==> src/design/fss_pkg.sv <==
// Shared types, constants and the case-folding function of the scanner.
// No dependencies; used by every module of the block.
package fss_pkg;

  localparam int MAX_TERM = 32;
  localparam int MAX_LINE = 4096;

  localparam int CU_W    = 16;
  localparam int IDX_W   = 13;
  localparam int START_W = 12;

  localparam logic [CU_W-1:0] CU_UPPER_A = 16'h0041;
  localparam logic [CU_W-1:0] CU_UPPER_Z = 16'h005A;
  localparam logic [CU_W-1:0] CU_LOWER_A = 16'h0061;

  typedef enum logic [1:0] {
    REQ_CLEAR  = 2'd0,
    REQ_APPEND = 2'd1,
    REQ_LINE   = 2'd2
  } req_e;

  typedef struct packed {
    req_e              req_type;
    logic [CU_W-1:0]   code_unit;
    logic              last;
    logic [IDX_W-1:0]  from_pos;
    logic [IDX_W-1:0]  limit_pos;
  } in_item_t;

  typedef struct packed {
    logic               hit;
    logic [START_W-1:0] hit_start;
    logic               line_done;
    logic               first_found;
    logic [IDX_W-1:0]   first_index;
    logic               last_found;
    logic [IDX_W-1:0]   last_index;
    logic               self_overlap;
  } out_item_t;

  // Broadcast controls for every cell of the chain.
  typedef struct packed {
    logic term_clr;
    logic term_app;
    logic line_step;
    logic pm_clr;
    logic use_fold;
  } cell_ctrl_t;

  // Handoff from one cell to the next.
  typedef struct packed {
    logic pm;
    logic ovx;
    logic ovf;
  } cell_link_t;

  // Per-cell status seen by the top level.
  typedef struct packed {
    logic pm_step;
    logic rx_d;
    logic rf_d;
  } cell_stat_t;

  function automatic logic [CU_W-1:0] fold_unit(input logic [CU_W-1:0] c);
    logic [CU_W-1:0] r;
    r = c;
    if (c >= CU_UPPER_A && c <= CU_UPPER_Z) begin
      r = c - CU_UPPER_A + CU_LOWER_A;
    end
    return r;
  endfunction

endpackage

==> src/design/folded_substring_scanner.sv <==
// Top level of the folded substring scanner: cell chain, line tracking
// and result buffer. Depends on fss_pkg, fss_cell and fss_out_buf.
//
//   channel | direction | handshake            | beat
//   --------+-----------+----------------------+-----------------------
//   in      | input     | in_valid_i/in_ready_o | fss_pkg::in_item_t
//   out     | output    | out_valid_o/out_ready_i | fss_pkg::out_item_t
//   cfg     | input     | cfg_we_i (no wait)   | cfg_data_i (case_sensitive)
//
// Every accepted beat yields one result beat, shown on out in the cycle
// after acceptance when no older result waits; one beat per cycle is
// sustained while out_ready_i stays high. A two-entry result buffer keeps
// in_ready_o high while one result waits.
// Reset clears control state at once; term units are written before use,
// so there is no clearing pass.
module folded_substring_scanner #(
  parameter int MaxTerm = fss_pkg::MAX_TERM,
  parameter int MaxLine = fss_pkg::MAX_LINE
) (
  input  logic                clk_i,
  input  logic                rst_ni,
  input  logic                in_valid_i,
  output logic                in_ready_o,
  input  fss_pkg::in_item_t   in_item_i,
  output logic                out_valid_o,
  input  logic                out_ready_i,
  output fss_pkg::out_item_t  out_item_o,
  input  logic                cfg_we_i,
  input  logic                cfg_data_i
);

  // Widths: term length, line position, and a common compare width.
  localparam int TLW = $clog2(MaxTerm + 1);
  localparam int LW  = $clog2(MaxLine + 1);
  localparam int PW  = (LW > fss_pkg::IDX_W) ? LW : fss_pkg::IDX_W;
  localparam logic [TLW-1:0] TermFull = TLW'(MaxTerm);
  localparam logic [LW-1:0]  LineEnd  = LW'(MaxLine);

  // Configuration register.
  logic case_sens_q;

  // Term and line state.
  logic [TLW-1:0]             len_q, len_d;
  logic                       sel_fold_q, sel_fold_d;
  logic [LW-1:0]              pos_q, pos_d, pos_n;
  logic [fss_pkg::IDX_W-1:0]  from_q, from_d, limit_q, limit_d;
  logic                       ff_q, ff_d, ff_n, lf_q, lf_d, lf_n;
  logic [fss_pkg::IDX_W-1:0]  fi_q, fi_d, fi_n, li_q, li_d, li_n;

  // Beat decode.
  logic accept, push_ready;
  logic is_clear, is_app, is_line, app_ok, in_range, do_match, line_done;
  logic [fss_pkg::IDX_W-1:0] eff_from, eff_limit;
  logic [PW-1:0] st, lim_m1, li_min;
  logic hit;
  logic self_ov;

  fss_pkg::cell_ctrl_t      ctrl;
  fss_pkg::out_item_t       res;
  logic [fss_pkg::CU_W-1:0] code_fold;

  // Chain wiring: link[j] feeds cell j; link[0] is the constant head.
  fss_pkg::cell_link_t link_w [MaxTerm+1];
  fss_pkg::cell_stat_t stat_w [MaxTerm];
  logic [MaxTerm-1:0]  pm_step_w, rx_d_w, rf_d_w, tail_w, r_sel;

  assign accept    = in_valid_i & push_ready;
  assign in_ready_o = push_ready;

  always_comb begin
    is_clear = 1'b0;
    is_app   = 1'b0;
    is_line  = 1'b0;
    if (accept) begin
      case (in_item_i.req_type)
        fss_pkg::REQ_CLEAR:  is_clear = 1'b1;
        fss_pkg::REQ_APPEND: is_app   = 1'b1;
        fss_pkg::REQ_LINE:   is_line  = 1'b1;
        default: ;
      endcase
    end
  end

  // Drop appends once the term is full; the partial matches still clear.
  assign app_ok    = is_app & (len_q != TermFull);
  assign in_range  = (pos_q < LineEnd);
  assign do_match  = is_line & in_range & (len_q != '0);
  assign line_done = is_line & in_item_i.last;

  // The first unit of a line carries the search bounds; hold them after.
  assign eff_from  = (pos_q == '0) ? in_item_i.from_pos  : from_q;
  assign eff_limit = (pos_q == '0) ? in_item_i.limit_pos : limit_q;

  assign code_fold = fss_pkg::fold_unit(in_item_i.code_unit);

  always_comb begin
    ctrl.term_clr  = is_clear;
    ctrl.term_app  = app_ok;
    ctrl.line_step = do_match;
    // Clear partial matches on any term change, past the line end,
    // and after the last unit of a line.
    ctrl.pm_clr    = is_clear | is_app | (is_line & (!in_range | in_item_i.last));
    ctrl.use_fold  = !case_sens_q;
  end

  assign link_w[0] = '{pm: 1'b1, ovx: 1'b1, ovf: 1'b1};

  for (genvar j = 0; j < MaxTerm; j++) begin : g_cell
    fss_cell u_cell (
      .clk_i       (clk_i),
      .rst_ni      (rst_ni),
      .ctrl_i      (ctrl),
      .code_unit_i (in_item_i.code_unit),
      .code_fold_i (code_fold),
      .wr_en_i     (len_q == TLW'(j)),
      .active_i    (len_q > TLW'(j)),
      .link_i      (link_w[j]),
      .link_o      (link_w[j+1]),
      .stat_o      (stat_w[j])
    );
    assign pm_step_w[j] = stat_w[j].pm_step;
    assign rx_d_w[j]    = stat_w[j].rx_d;
    assign rf_d_w[j]    = stat_w[j].rf_d;
    // The tail cell of the current term signals a complete match.
    assign tail_w[j]    = (len_q == TLW'(j + 1));
  end

  assign hit = do_match & (|(pm_step_w & tail_w));
  assign st  = PW'(pos_q) + PW'(1) - PW'(len_q);

  // Self-overlap follows the folding in force at the last accepted append.
  assign sel_fold_d = app_ok ? !case_sens_q : sel_fold_q;
  assign r_sel      = sel_fold_d ? rf_d_w : rx_d_w;
  // Cell 0 stands for the shift equal to the length, which never counts.
  assign self_ov    = |(r_sel & ~MaxTerm'(1));

  assign pos_n  = (is_line & in_range) ? (pos_q + LW'(1)) : pos_q;
  assign lim_m1 = PW'(eff_limit) - PW'(1);
  assign li_min = (lim_m1 < PW'(pos_n)) ? lim_m1 : PW'(pos_n);

  always_comb begin
    ff_n = ff_q;
    fi_n = fi_q;
    lf_n = lf_q;
    li_n = li_q;
    if (hit) begin
      if (!ff_q && (st >= PW'(eff_from))) begin
        ff_n = 1'b1;
        fi_n = st[fss_pkg::IDX_W-1:0];
      end
      if (st < PW'(eff_limit)) begin
        lf_n = 1'b1;
        li_n = st[fss_pkg::IDX_W-1:0];
      end
    end
    // Empty term: forward hit at from, backward hit just under limit.
    if (line_done && (len_q == '0)) begin
      if (PW'(eff_from) <= PW'(pos_n)) begin
        ff_n = 1'b1;
        fi_n = eff_from;
      end
      if (eff_limit != '0) begin
        lf_n = 1'b1;
        li_n = li_min[fss_pkg::IDX_W-1:0];
      end
    end
  end

  always_comb begin
    len_d   = len_q;
    pos_d   = pos_q;
    from_d  = from_q;
    limit_d = limit_q;
    ff_d    = ff_q;
    fi_d    = fi_q;
    lf_d    = lf_q;
    li_d    = li_q;
    if (is_clear) begin
      len_d = '0;
    end else if (app_ok) begin
      len_d = len_q + TLW'(1);
    end
    if (is_line) begin
      from_d  = eff_from;
      limit_d = eff_limit;
      if (in_item_i.last) begin
        // Reset line state for the next line.
        pos_d = '0;
        ff_d  = 1'b0;
        fi_d  = '0;
        lf_d  = 1'b0;
        li_d  = '0;
      end else begin
        pos_d = pos_n;
        ff_d  = ff_n;
        fi_d  = fi_n;
        lf_d  = lf_n;
        li_d  = li_n;
      end
    end
  end

  always_comb begin
    res.hit          = hit;
    res.hit_start    = hit ? st[fss_pkg::START_W-1:0] : '0;
    res.line_done    = line_done;
    res.first_found  = line_done & ff_n;
    res.first_index  = (line_done & ff_n) ? fi_n : '0;
    res.last_found   = line_done & lf_n;
    res.last_index   = (line_done & lf_n) ? li_n : '0;
    res.self_overlap = self_ov;
  end

  always_ff @(posedge clk_i or negedge rst_ni) begin
    if (!rst_ni) begin
      case_sens_q <= 1'b1;
      len_q       <= '0;
      sel_fold_q  <= 1'b0;
      pos_q       <= '0;
      from_q      <= '0;
      limit_q     <= '0;
      ff_q        <= 1'b0;
      fi_q        <= '0;
      lf_q        <= 1'b0;
      li_q        <= '0;
    end else begin
      if (cfg_we_i) begin
        case_sens_q <= cfg_data_i;
      end
      len_q      <= len_d;
      sel_fold_q <= sel_fold_d;
      pos_q      <= pos_d;
      from_q     <= from_d;
      limit_q    <= limit_d;
      ff_q       <= ff_d;
      fi_q       <= fi_d;
      lf_q       <= lf_d;
      li_q       <= li_d;
    end
  end

  // Hold finished results; accept the next beat while one result waits.
  fss_out_buf u_out_buf (
    .clk_i        (clk_i),
    .rst_ni       (rst_ni),
    .push_valid_i (accept),
    .push_ready_o (push_ready),
    .push_item_i  (res),
    .pop_valid_o  (out_valid_o),
    .pop_ready_i  (out_ready_i),
    .pop_item_o   (out_item_o)
  );

endmodule

==> src/design/fss_cell.sv <==
// One cell of the matcher chain: a term unit, its partial-match bit and
// two self-overlap flags (exact and folded). Depends on fss_pkg.
module fss_cell (
  input  logic                          clk_i,
  input  logic                          rst_ni,
  input  fss_pkg::cell_ctrl_t           ctrl_i,
  input  logic [fss_pkg::CU_W-1:0]      code_unit_i,
  input  logic [fss_pkg::CU_W-1:0]      code_fold_i,
  input  logic                          wr_en_i,
  input  logic                          active_i,
  input  fss_pkg::cell_link_t           link_i,
  output fss_pkg::cell_link_t           link_o,
  output fss_pkg::cell_stat_t           stat_o
);

  logic [fss_pkg::CU_W-1:0] unit_q;
  logic pm_q, pm_d;
  logic rx_q, rx_d;
  logic rf_q, rf_d;
  logic eqx, eqf, eq_line, pm_step;

  assign eqx     = (unit_q == code_unit_i);
  assign eqf     = (fss_pkg::fold_unit(unit_q) == code_fold_i);
  assign eq_line = ctrl_i.use_fold ? eqf : eqx;
  assign pm_step = link_i.pm & eq_line & active_i;

  always_comb begin
    pm_d = pm_q;
    if (ctrl_i.pm_clr) begin
      pm_d = 1'b0;
    end else if (ctrl_i.line_step) begin
      pm_d = pm_step;
    end
    rx_d = rx_q;
    rf_d = rf_q;
    if (ctrl_i.term_clr) begin
      rx_d = 1'b0;
      rf_d = 1'b0;
    end else if (ctrl_i.term_app) begin
      rx_d = link_i.ovx;
      rf_d = link_i.ovf;
    end
  end

  always_ff @(posedge clk_i or negedge rst_ni) begin
    if (!rst_ni) begin
      pm_q <= 1'b0;
      rx_q <= 1'b0;
      rf_q <= 1'b0;
    end else begin
      pm_q <= pm_d;
      rx_q <= rx_d;
      rf_q <= rf_d;
    end
  end

  always_ff @(posedge clk_i) begin
    if (ctrl_i.term_app && wr_en_i) begin
      unit_q <= code_unit_i;
    end
  end

  assign link_o.pm  = pm_q;
  assign link_o.ovx = rx_q & eqx;
  assign link_o.ovf = rf_q & eqf;

  assign stat_o.pm_step = pm_step;
  assign stat_o.rx_d    = rx_d;
  assign stat_o.rf_d    = rf_d;

endmodule

==> src/design/fss_out_buf.sv <==
// Two-entry result buffer: head register plus skid register.
// Depends on fss_pkg for the result beat type.
module fss_out_buf (
  input  logic                clk_i,
  input  logic                rst_ni,
  input  logic                push_valid_i,
  output logic                push_ready_o,
  input  fss_pkg::out_item_t  push_item_i,
  output logic                pop_valid_o,
  input  logic                pop_ready_i,
  output fss_pkg::out_item_t  pop_item_o
);

  logic               head_vld_q, skid_vld_q;
  fss_pkg::out_item_t head_q, skid_q;
  logic               push, pop;

  assign push_ready_o = !skid_vld_q;
  assign push         = push_valid_i & push_ready_o;
  assign pop          = head_vld_q & pop_ready_i;

  always_ff @(posedge clk_i or negedge rst_ni) begin
    if (!rst_ni) begin
      head_vld_q <= 1'b0;
      skid_vld_q <= 1'b0;
    end else begin
      if (skid_vld_q) begin
        if (pop) begin
          skid_vld_q <= 1'b0;
        end
      end else if (push) begin
        if (head_vld_q && !pop) begin
          skid_vld_q <= 1'b1;
        end else begin
          head_vld_q <= 1'b1;
        end
      end else if (pop) begin
        head_vld_q <= 1'b0;
      end
    end
  end

  always_ff @(posedge clk_i) begin
    if (skid_vld_q) begin
      if (pop) begin
        head_q <= skid_q;
      end
    end else if (push) begin
      if (head_vld_q && !pop) begin
        skid_q <= push_item_i;
      end else begin
        head_q <= push_item_i;
      end
    end
  end

  assign pop_valid_o = head_vld_q;
  assign pop_item_o  = head_q;

endmodule

==> config.mk <==
export PLATFORM = sky130hd
export DESIGN_NAME = folded_substring_scanner
export DESIGN_NICKNAME = d
export VERILOG_FILES = /design/src/design/fss_pkg.sv /design/src/design/folded_substring_scanner.sv /design/src/design/fss_cell.sv /design/src/design/fss_out_buf.sv
export SDC_FILE = /design/constraint.sdc
export NUM_CORES = 2
export LEC_CHECK = 0
export BUFFER_PORTS_ARGS = -buffer_cell sky130_fd_sc_hd__buf_2
export CELL_PAD_IN_SITES_DETAIL_PLACEMENT = 1
export CELL_PAD_IN_SITES_GLOBAL_PLACEMENT = 1
export CORE_MARGIN = 2
export CORE_UTILIZATION = 46
export DETAILED_ROUTE_END_ITERATION = 12
export GPL_ROUTABILITY_DRIVEN = 0
export PLACE_DENSITY_LB_ADDON = 0.08
export SETUP_SLACK_MARGIN = 0.5
export SKIP_LAST_GASP = 1
export SLEW_MARGIN = 0
export SYNTH_ARGS = -nofsm -noshare
export SYNTH_HDL_FRONTEND = slang
export SYNTH_SLANG_ARGS = --single-unit
==> constraint.sdc <==
create_clock -name clk_i -period 5.9 [get_ports clk_i]
set_clock_uncertainty 0.05 [all_clocks]
set_input_delay 1.18 -clock clk_i [delete_from_list [all_inputs] [get_ports clk_i]]
set_output_delay 1.18 -clock clk_i [all_outputs]
set_load 0.01 [all_outputs]
Word-level counts from Yosys, hierarchy flattened

Index checks and enable logic that the tools add are counted.

$add $sub $neg: 70
Order comparisons: 103
Eq/ne operators: 102
Muxes and demuxes: 304
Bitwise operators: 141
Reductions and logical operators: 87

Operators with widths:

| cell                                                                                  | count |
|---|---|
| 16-bit == test                                                                        | 64 |
| 16-bit by 7-bit adder with 16-bit output (second input constant)                      | 33 |
| 16-bit by 7-bit greater-or-equal comparator with 1-bit output (second input constant) | 33 |
| 16-bit by 7-bit less-or-equal comparator with 1-bit output (second input constant)    | 33 |
| 16-bit 2-to-1 mux                                                                     | 33 |
| 16-bit by 7-bit subtractor with 16-bit output (second input constant)                 | 33 |
| 1-bit 2-to-1 mux                                                                      | 246 |
| 13-bit 2-to-1 mux                                                                     | 17 |
| 43-bit 2-to-1 mux                                                                     | 4 |
| 1-bit AND                                                                             | 136 |
| 6-bit by 5-bit == test with 1-bit output (second input constant)                      | 16 |
| 6-bit by 5-bit greater-than comparator with 1-bit output (second input constant)      | 16 |
| 1-bit logical AND                                                                     | 68 |
| 6-bit by 4-bit == test with 1-bit output (second input constant)                      | 8 |
| 6-bit by 4-bit greater-than comparator with 1-bit output (second input constant)      | 8 |
| 32-bit AND                                                                            | 1 |
| 32-bit 2-to-1 mux                                                                     | 1 |
| 32-bit OR reduction                                                                   | 1 |
| 31-bit OR reduction                                                                   | 1 |
| 13-bit less-than comparator                                                           | 2 |
| 6-bit by 3-bit == test with 1-bit output (second input constant)                      | 4 |
| 6-bit by 3-bit greater-than comparator with 1-bit output (second input constant)      | 4 |
| 13-bit by 1-bit adder with 13-bit output (second input constant)                      | 1 |
| 13-bit greater-or-equal comparator                                                    | 1 |
| other kinds (27)                                                                      | 43 |

Register bits: 770
Input port bits: 51
Output and inout port bits: 45
Word-level logic and storage cells: 962

Logic depth before layout (Yosys ltp)

Depth in word-level cells: 18
Depth in mapped cells: 27
Gate-level depth less buffers: 24

Cells and area by module

Synthesis repeated with hierarchy kept, for this count alone.

Cells, all modules: 4376
Area, all modules: 49701.4 um^2

By module, submodules not included:

| module                   | times used | cells an instance | area each (um^2) | sequential area each (um^2) |
|---|---|---|---|---|
| fss_cell                 | 32         | 100               | 1198.6           | 555.5 |
| folded_substring_scanner | 1          | 1030              | 8067.7           | 1878.1 |
| fss_out_buf              | 1          | 146               | 3276.9           | 2632.5 |

Worst setup path after synthesis

Ideal clock, no wire load.

Path kind: flip-flop to flip-flop
Start: register pos_q[0]
End: register u_out_buf.head_q, in the netlist u_out_buf.pop_item_o[8], data pin
Arrival time: 5244 ps
Data required time: 5580 ps
Setup slack: 337 ps
Cell stages (with the launch flop): 24
Buffers on the path: 5
Clock period less this slack: 5563 ps
Path through: dfrtp_1 -> inv_1 -> ha_1 -> nor4b_1 -> nand4_1 -> clkbuf_1 -> clkbuf_1 -> buf_1 -> mux2i_1 -> ha_1 -> nand2_1 -> nor2b_1 -> nand3_1 -> xor2_1 -> ha_1 -> nand4_1 -> nor2_1 -> o2111ai_1 -> nand3_1 -> clkbuf_1 -> buf_1 -> a21oi_1 -> o21ai_0 -> a22oi_1

Word-level cells in the longest chain between the ends: 12
Elaborated cells on any way between the ends: 27
Classes of those cells: add/sub (3); order compare (3); mux (15); bitwise (4); reduce/logical (2)

RTL lines:

| element                                                                     | RTL line                                                         | source |
|---|---|---|
| start: declaration                                                          | folded_substring_scanner.sv:45                                   | `logic [LW-1:0] pos_q, pos_d, pos_n;` |
| start signal: assignment                                                    | folded_substring_scanner.sv:232                                  | `pos_q <= pos_d;` |
| 13-bit by 1-bit adder with 13-bit output, or another cell as far along      | folded_substring_scanner.sv:129, folded_substring_scanner.sv:137 |  |
| 13-bit by 6-bit subtractor with 13-bit output, or another cell as far along | folded_substring_scanner.sv:129                                  | `assign st = PW'(pos_q) + PW'(1) - PW'(len_q);` |
| 13-bit less-than comparator or 1-bit AND (tied branches)                    | folded_substring_scanner.sv:151, folded_substring_scanner.sv:87  |  |
| 1-bit 2-to-1 mux or 1-bit AND (tied branches)                               | folded_substring_scanner.sv:151, folded_substring_scanner.sv:128 |  |
| 1-bit 2-to-1 mux                                                            | folded_substring_scanner.sv:146                                  | `if (hit) begin` |
| 1-bit 2-to-1 mux                                                            | folded_substring_scanner.sv:162                                  | `if (eff_limit != '0) begin` |
| 1-bit 2-to-1 mux                                                            | folded_substring_scanner.sv:157                                  | `if (line_done && (len_q == '0)) begin` |
| 1-bit AND                                                                   | folded_substring_scanner.sv:210                                  | `res.last_index = (line_done & lf_n) ? li_n : '0;` |
| 13-bit 2-to-1 mux *                                                         | folded_substring_scanner.sv:210                                  |  |
| 43-bit 2-to-1 mux *                                                         | fss_out_buf.sv:49                                                | `if (head_vld_q && !pop) begin` |
| 43-bit 2-to-1 mux *                                                         | fss_out_buf.sv:48                                                | `end else if (push) begin` |
| 43-bit 2-to-1 mux *                                                         | fss_out_buf.sv:44                                                | `if (skid_vld_q) begin` |
| end signal: assignment                                                      | fss_out_buf.sv:46                                                | `head_q <= skid_q;` |
| end signal: assignment                                                      | fss_out_buf.sv:52                                                | `head_q <= push_item_i;` |
| end: declaration                                                            | fss_out_buf.sv:15                                                | `fss_pkg::out_item_t head_q, skid_q;` |

Mark *: on every way between the ends. The rest lies on a longest branch, timed or not. The select of a mux whose other input is x is not followed.
A chain may end at the register's enable or synchronous reset.

Worst setup path in the final report

Start: input in_item_i[37] in the netlist's numbering
End: register u_out_buf.head_q, in the netlist u_out_buf.pop_item_o[15], data pin

Word-level cells in the longest chain between the ends: 18
Elaborated cells on any way between the ends: 179
Classes of those cells: add/sub (2); order compare (2); eq/ne (64); mux (43); bitwise (66); reduce/logical (2)

RTL lines:

| element                                                                       | RTL line                        | source |
|---|---|---|
| start: declaration                                                            | folded_substring_scanner.sv:24  | `input fss_pkg::in_item_t in_item_i,` |
| 16-bit by 7-bit subtractor with 16-bit output, or another cell as far along   | fss_pkg.sv:68                   | `r = c - CU_UPPER_A + CU_LOWER_A;` |
| 16-bit by 7-bit adder with 16-bit output or 1-bit logical AND (tied branches) | fss_pkg.sv:68, fss_pkg.sv:67    |  |
| 16-bit 2-to-1 mux                                                             | fss_pkg.sv:67                   | `if (c >= CU_UPPER_A && c <= CU_UPPER_Z) begin` |
| 16-bit == test                                                                | fss_cell.sv:23                  | `assign eqf = (fss_pkg::fold_unit(unit_q) == code_fold_i);` |
| 1-bit 2-to-1 mux                                                              | fss_cell.sv:24                  | `assign eq_line = ctrl_i.use_fold ? eqf : eqx;` |
| 1-bit AND (2 in series)                                                       | fss_cell.sv:25                  | `assign pm_step = link_i.pm & eq_line & active_i;` |
| 32-bit AND *                                                                  | folded_substring_scanner.sv:128 | `assign hit = do_match & (\|(pm_step_w & tail_w));` |
| 32-bit OR reduction *                                                         | folded_substring_scanner.sv:128 |  |
| 1-bit AND *                                                                   | folded_substring_scanner.sv:128 |  |
| 1-bit 2-to-1 mux                                                              | folded_substring_scanner.sv:146 |  |
| 1-bit 2-to-1 mux                                                              | folded_substring_scanner.sv:158 | `if (PW'(eff_from) <= PW'(pos_n)) begin` |
| 1-bit 2-to-1 mux                                                              | folded_substring_scanner.sv:157 |  |
| 1-bit AND                                                                     | folded_substring_scanner.sv:208 | `res.first_index = (line_done & ff_n) ? fi_n : '0;` |
| 13-bit 2-to-1 mux *                                                           | folded_substring_scanner.sv:208 |  |
| 43-bit 2-to-1 mux *                                                           | fss_out_buf.sv:49               |  |
| 43-bit 2-to-1 mux *                                                           | fss_out_buf.sv:48               |  |
| 43-bit 2-to-1 mux *                                                           | fss_out_buf.sv:44               |  |

Marks and branches as above.

==> qor.csv <==
stage,metric,value,unit
detailed_routing,DR vias,33500,
placement,DP Wirelength,108000,µm
sta,Tcrit/Tclk final,90.3,%
sta,Worst-Margin Slew,1160,ps
global_routing,total global routing overflow,0,
global_routing,vias in the first global route,34700,
pwr,Leakage,17.5,nW
global_routing,Total Routing Usage GR,31.5,%
placement,IO Port Bufs,95,
worst_hold_path,Hold Crit Endpoint,limit_q[0]$_DFFE_PN0P_,
synth,"Cell Area, Synth",42600,µm²
critical_path,CP Data Required Time,6250,ps
synth,Yosys reg bits,770,
final_layout,design area,49000,µm²
cts,H-tree depth,3,
die,# IOs,96,
sta,Slew Limit Headroom,21.8,%
final_layout,Area Growth Syn to Fin,15.1,%
detailed_routing,post-DR wirelength/cell,27.3,µm
global_routing,met3 Track Usage GR,5.11,%
synth,Synth warnings,0,
run,Max Cap Viol,0,
placement,pre-CTS setup slack,-147,ps
sta,Final Hold Vio Count,0,
sta,Final Max Tran Viols,0,
critical_path,CP arrival,5680,ps
synth,Post-synth ARST share,22.3,%
detailed_routing,Iter 0 DRT Violations,3017,
sta,shortest period the worst path allows,5330,ps
cts,clk slew on worst S/H paths,60,ps
synth,post-synth net total,4080,
cts,worst skew pair latency,680,ps
worst_hold_path,Min-Delay Path Depth,2,
final_layout,ratio of cells with drive above 1 in the final layout,13.1,%
cts,Inserted Clock Buffers,87,
critical_path,slowest CP cell,or4_1,
detailed_routing,ANT nets after route,0,
cts,CTS root buf,clkbuf_16,
final_layout,fin cells,5478,
global_routing,first-pass GRT wire length,224000,µm
die,Die ar.,95100,µm²
die,Die Y,308,µm
synth,sequential area share after synthesis,52.2,%
synth,Avg Inst Size Synth,10.8,µm²
sta,Fmax,188,MHz
synth,Synth cell types,96,
detailed_routing,vias per cell,6.12,
die,row count,111,
synth,Mapped Cells,3932,
synth,Post-synth EDFFs,598,
critical_path,R2R cell count,18,
pwr,total power,17.1,mW
final_layout,Nets,4312,
global_routing,pin count of the biggest net entering global routing,99,
detailed_routing,# DRC,0,
critical_path,RR Startpoint,pos_q[0]$_DFFE_PN0P_,
cts,CTS tree,done,
critical_path,Crit Path Class,in -> reg,
critical_path,CP max FO,16,
sta,Setup WS post-layout,574,ps
critical_path,R2R setup slack,740,ps
critical_path,worst path bufs/invs,5,
die,Initial Utilization,46.4,%
status,status,"complete, no violations",
worst_hold_path,HP Class,reg -> reg,
critical_path,Crit path largest cell delay,700,ps
pwr,Worst VDD drop,261,µV
sta,Fin Setup TNS,0,ps
placement,placed cell count,5306,
die,CORE AREA,91800,µm²
critical_path,Startpoint Class,input pin,
placement,dpl cell area,46000,µm²
detailed_routing,drt total wl,150000,µm
sta,# setup viols final,0,
cts,CTS Buffer Depth,3,
global_routing,met2 usage,50.2,%
critical_path,R2R Path End,u_out_buf.pop_item_o[23]$_DFFE_PP_,
global_routing,global routing's busiest layer,met2,
synth,Post-synth top flop,edfxtp_1,
critical_path,Top delay family on crit path,simple AND/OR/NAND/NOR gates,
die,chip width,308,µm
global_routing,initial antenna violation count,5,
critical_path,cells along the critical path,buf_4 -> or4_1 -> buf_4 -> nor3_4 -> a21o_1 -> buf_4 -> buf_4 -> xnor2_1 -> o2bb2ai_1 -> o211ai_1 -> nand4_1 -> or4_1 -> nand3b_4 -> a211o_1 -> nand2_2 -> buf_4 -> o31ai_1,
cts,CTS Sinks,770,
critical_path,Setup crit end kind,flip-flop,
global_routing,met1 usage in global routing,43.8,%
critical_path,"most used cell, CP",buf_4,
sta,RSZ-0062 raised after global routing,false,
pwr,power per cell area,349,nW/µm²
worst_hold_path,HP Start,limit_q[0]$_DFFE_PN0P_,
detailed_routing,DRT Pass-1 Iters,5,
what timing repair did:
action,in CTS,in global routing
hold buffers,0,0
pin swaps,0,3
setup buffers,1,11
endpoints found under the setup margin,43,70
resized for setup,2,29
layout by cell type, fill, tap and decap left out, types with 71 or more instances in the layout:
cell type	instances
clkbuf_16	87
nand4_1	106
o21ai_0	138
a21oi_1	132
buf_4	231
xor2_1	231
dfrtp_1	170
nand2_1	344
nor2_1	220
ha_1	93
nor3_1	175
xnor2_1	393
edfxtp_1	598
buf_2	78
nor4_1	120
nand3_1	209
inv_1	71
worst max-delay path by stage:
stage | start | to | slack [ps] | depth (start not counted)
floorplan | pos_q[0]$_DFFE_PN0P_ | u_out_buf.pop_item_o[8]$_DFFE_PP_ | 530 | 23
global placement | in_item_i[37] | u_out_buf.pop_item_o[23]$_DFFE_PP_ | -30 | 17
detailed placement | in_item_i[37] | u_out_buf.pop_item_o[24]$_DFFE_PP_ | -150 | 17
CTS | pos_q[0]$_DFFE_PN0P_ | u_out_buf.pop_item_o[7]$_DFFE_PP_ | 560 | 24
global route | pos_q[0]$_DFFE_PN0P_ | u_out_buf.pop_item_o[14]$_DFFE_PP_ | 450 | 27
finish | in_item_i[37] | u_out_buf.pop_item_o[15]$_DFFE_PP_ | 570 | 17
cell usage after synthesis (47+ instances only):
| cell | count | share of area, % |
|---|---|---|
| mux2i_1 | 69 | 1.6 |
| nor3_1 | 180 | 2.1 |
| xnor2_1 | 393 | 8.1 |
| xor2_1 | 232 | 4.8 |
| nor4_1 | 120 | 1.8 |
| dfrtp_1 | 171 | 10 |
| edfxtp_1 | 598 | 42 |
| nand2_1 | 346 | 3.0 |
| inv_1 | 73 | 0.64 |
| buf_2 | 47 | 0.55 |
| nor2_1 | 220 | 1.9 |
| clkbuf_1 | 108 | 0.95 |
| or3_1 | 47 | 0.69 |
| a21oi_1 | 135 | 1.6 |
| ha_1 | 96 | 2.8 |
| nand3_1 | 211 | 2.5 |
| o21ai_0 | 141 | 1.7 |
| nand4_1 | 106 | 1.6 |
power breakdown:
part	internal [mW]	switching (mW)
Sequential	6.22	0.182
Clock	3.08	2.32
Combinational	1.87	3.46
registers in the layout, summed over array words and instances, names as in the netlist, 6 cells and up:
| signal | count |
|---|---|
| limit_q | 13 |
| g_cell.u_cell.pm_q | 31 |
| g_cell.u_cell.rf_q | 32 |
| g_cell.u_cell.rx_q | 32 |
| len_q | 6 |
| fi_q | 13 |
| u_out_buf.skid_q | 43 |
| pos_q | 13 |
| li_q | 13 |
| g_cell.u_cell.unit_q | 512 |
| from_q | 13 |
| u_out_buf.pop_item_o | 43 |
per-layer routing:
metal	share of wire (%)	vias to the layer above
li1	-	15000
met1	44	17100
met2	46	1148
met3	6.5	267
met4	3.1	6
met5	0.023	-
cells by family after synthesis:
kind of cell             share of synthesized area (%)
XOR/XNOR                                          12.8
AND/OR/NAND/NOR                                   18.1
flip-flops                                        52.2
adder cells (fa/ha/maj)                           2.87
multiplexers                                      1.75
buffers and inverters                             2.60
AO/OA/AOI/OAI                                     9.63
tightest hold or removal path: cells and delay by family, from the launching register on:
kind               cells  cell delay (ps)
DFF                    1              340
AOI/OAI and AO/OA      1               60
and+or+nand+nor        1               50
through the flow:
step / hold slack, ps / util, %
after detailed placement: 421 / 50.1
after global routing: 465 / 53.4
after floorplan: 397 / -
after global placement: 414 / 50.1
final: 430 / 53.4
after CTS: 433 / 53.2
layout make-up:
type                    count  area [µm²]
multi-input cells        2891       19400
well taps                1243        1560
clock inverters            55         537
repair buffers            339        2720
fillers                  9767       42800
diodes                      1        2.50
inverters                  75         285
flip-flops and latches    770       22300
clock buffers             104        2240
(Power assumes the default switching activity.)
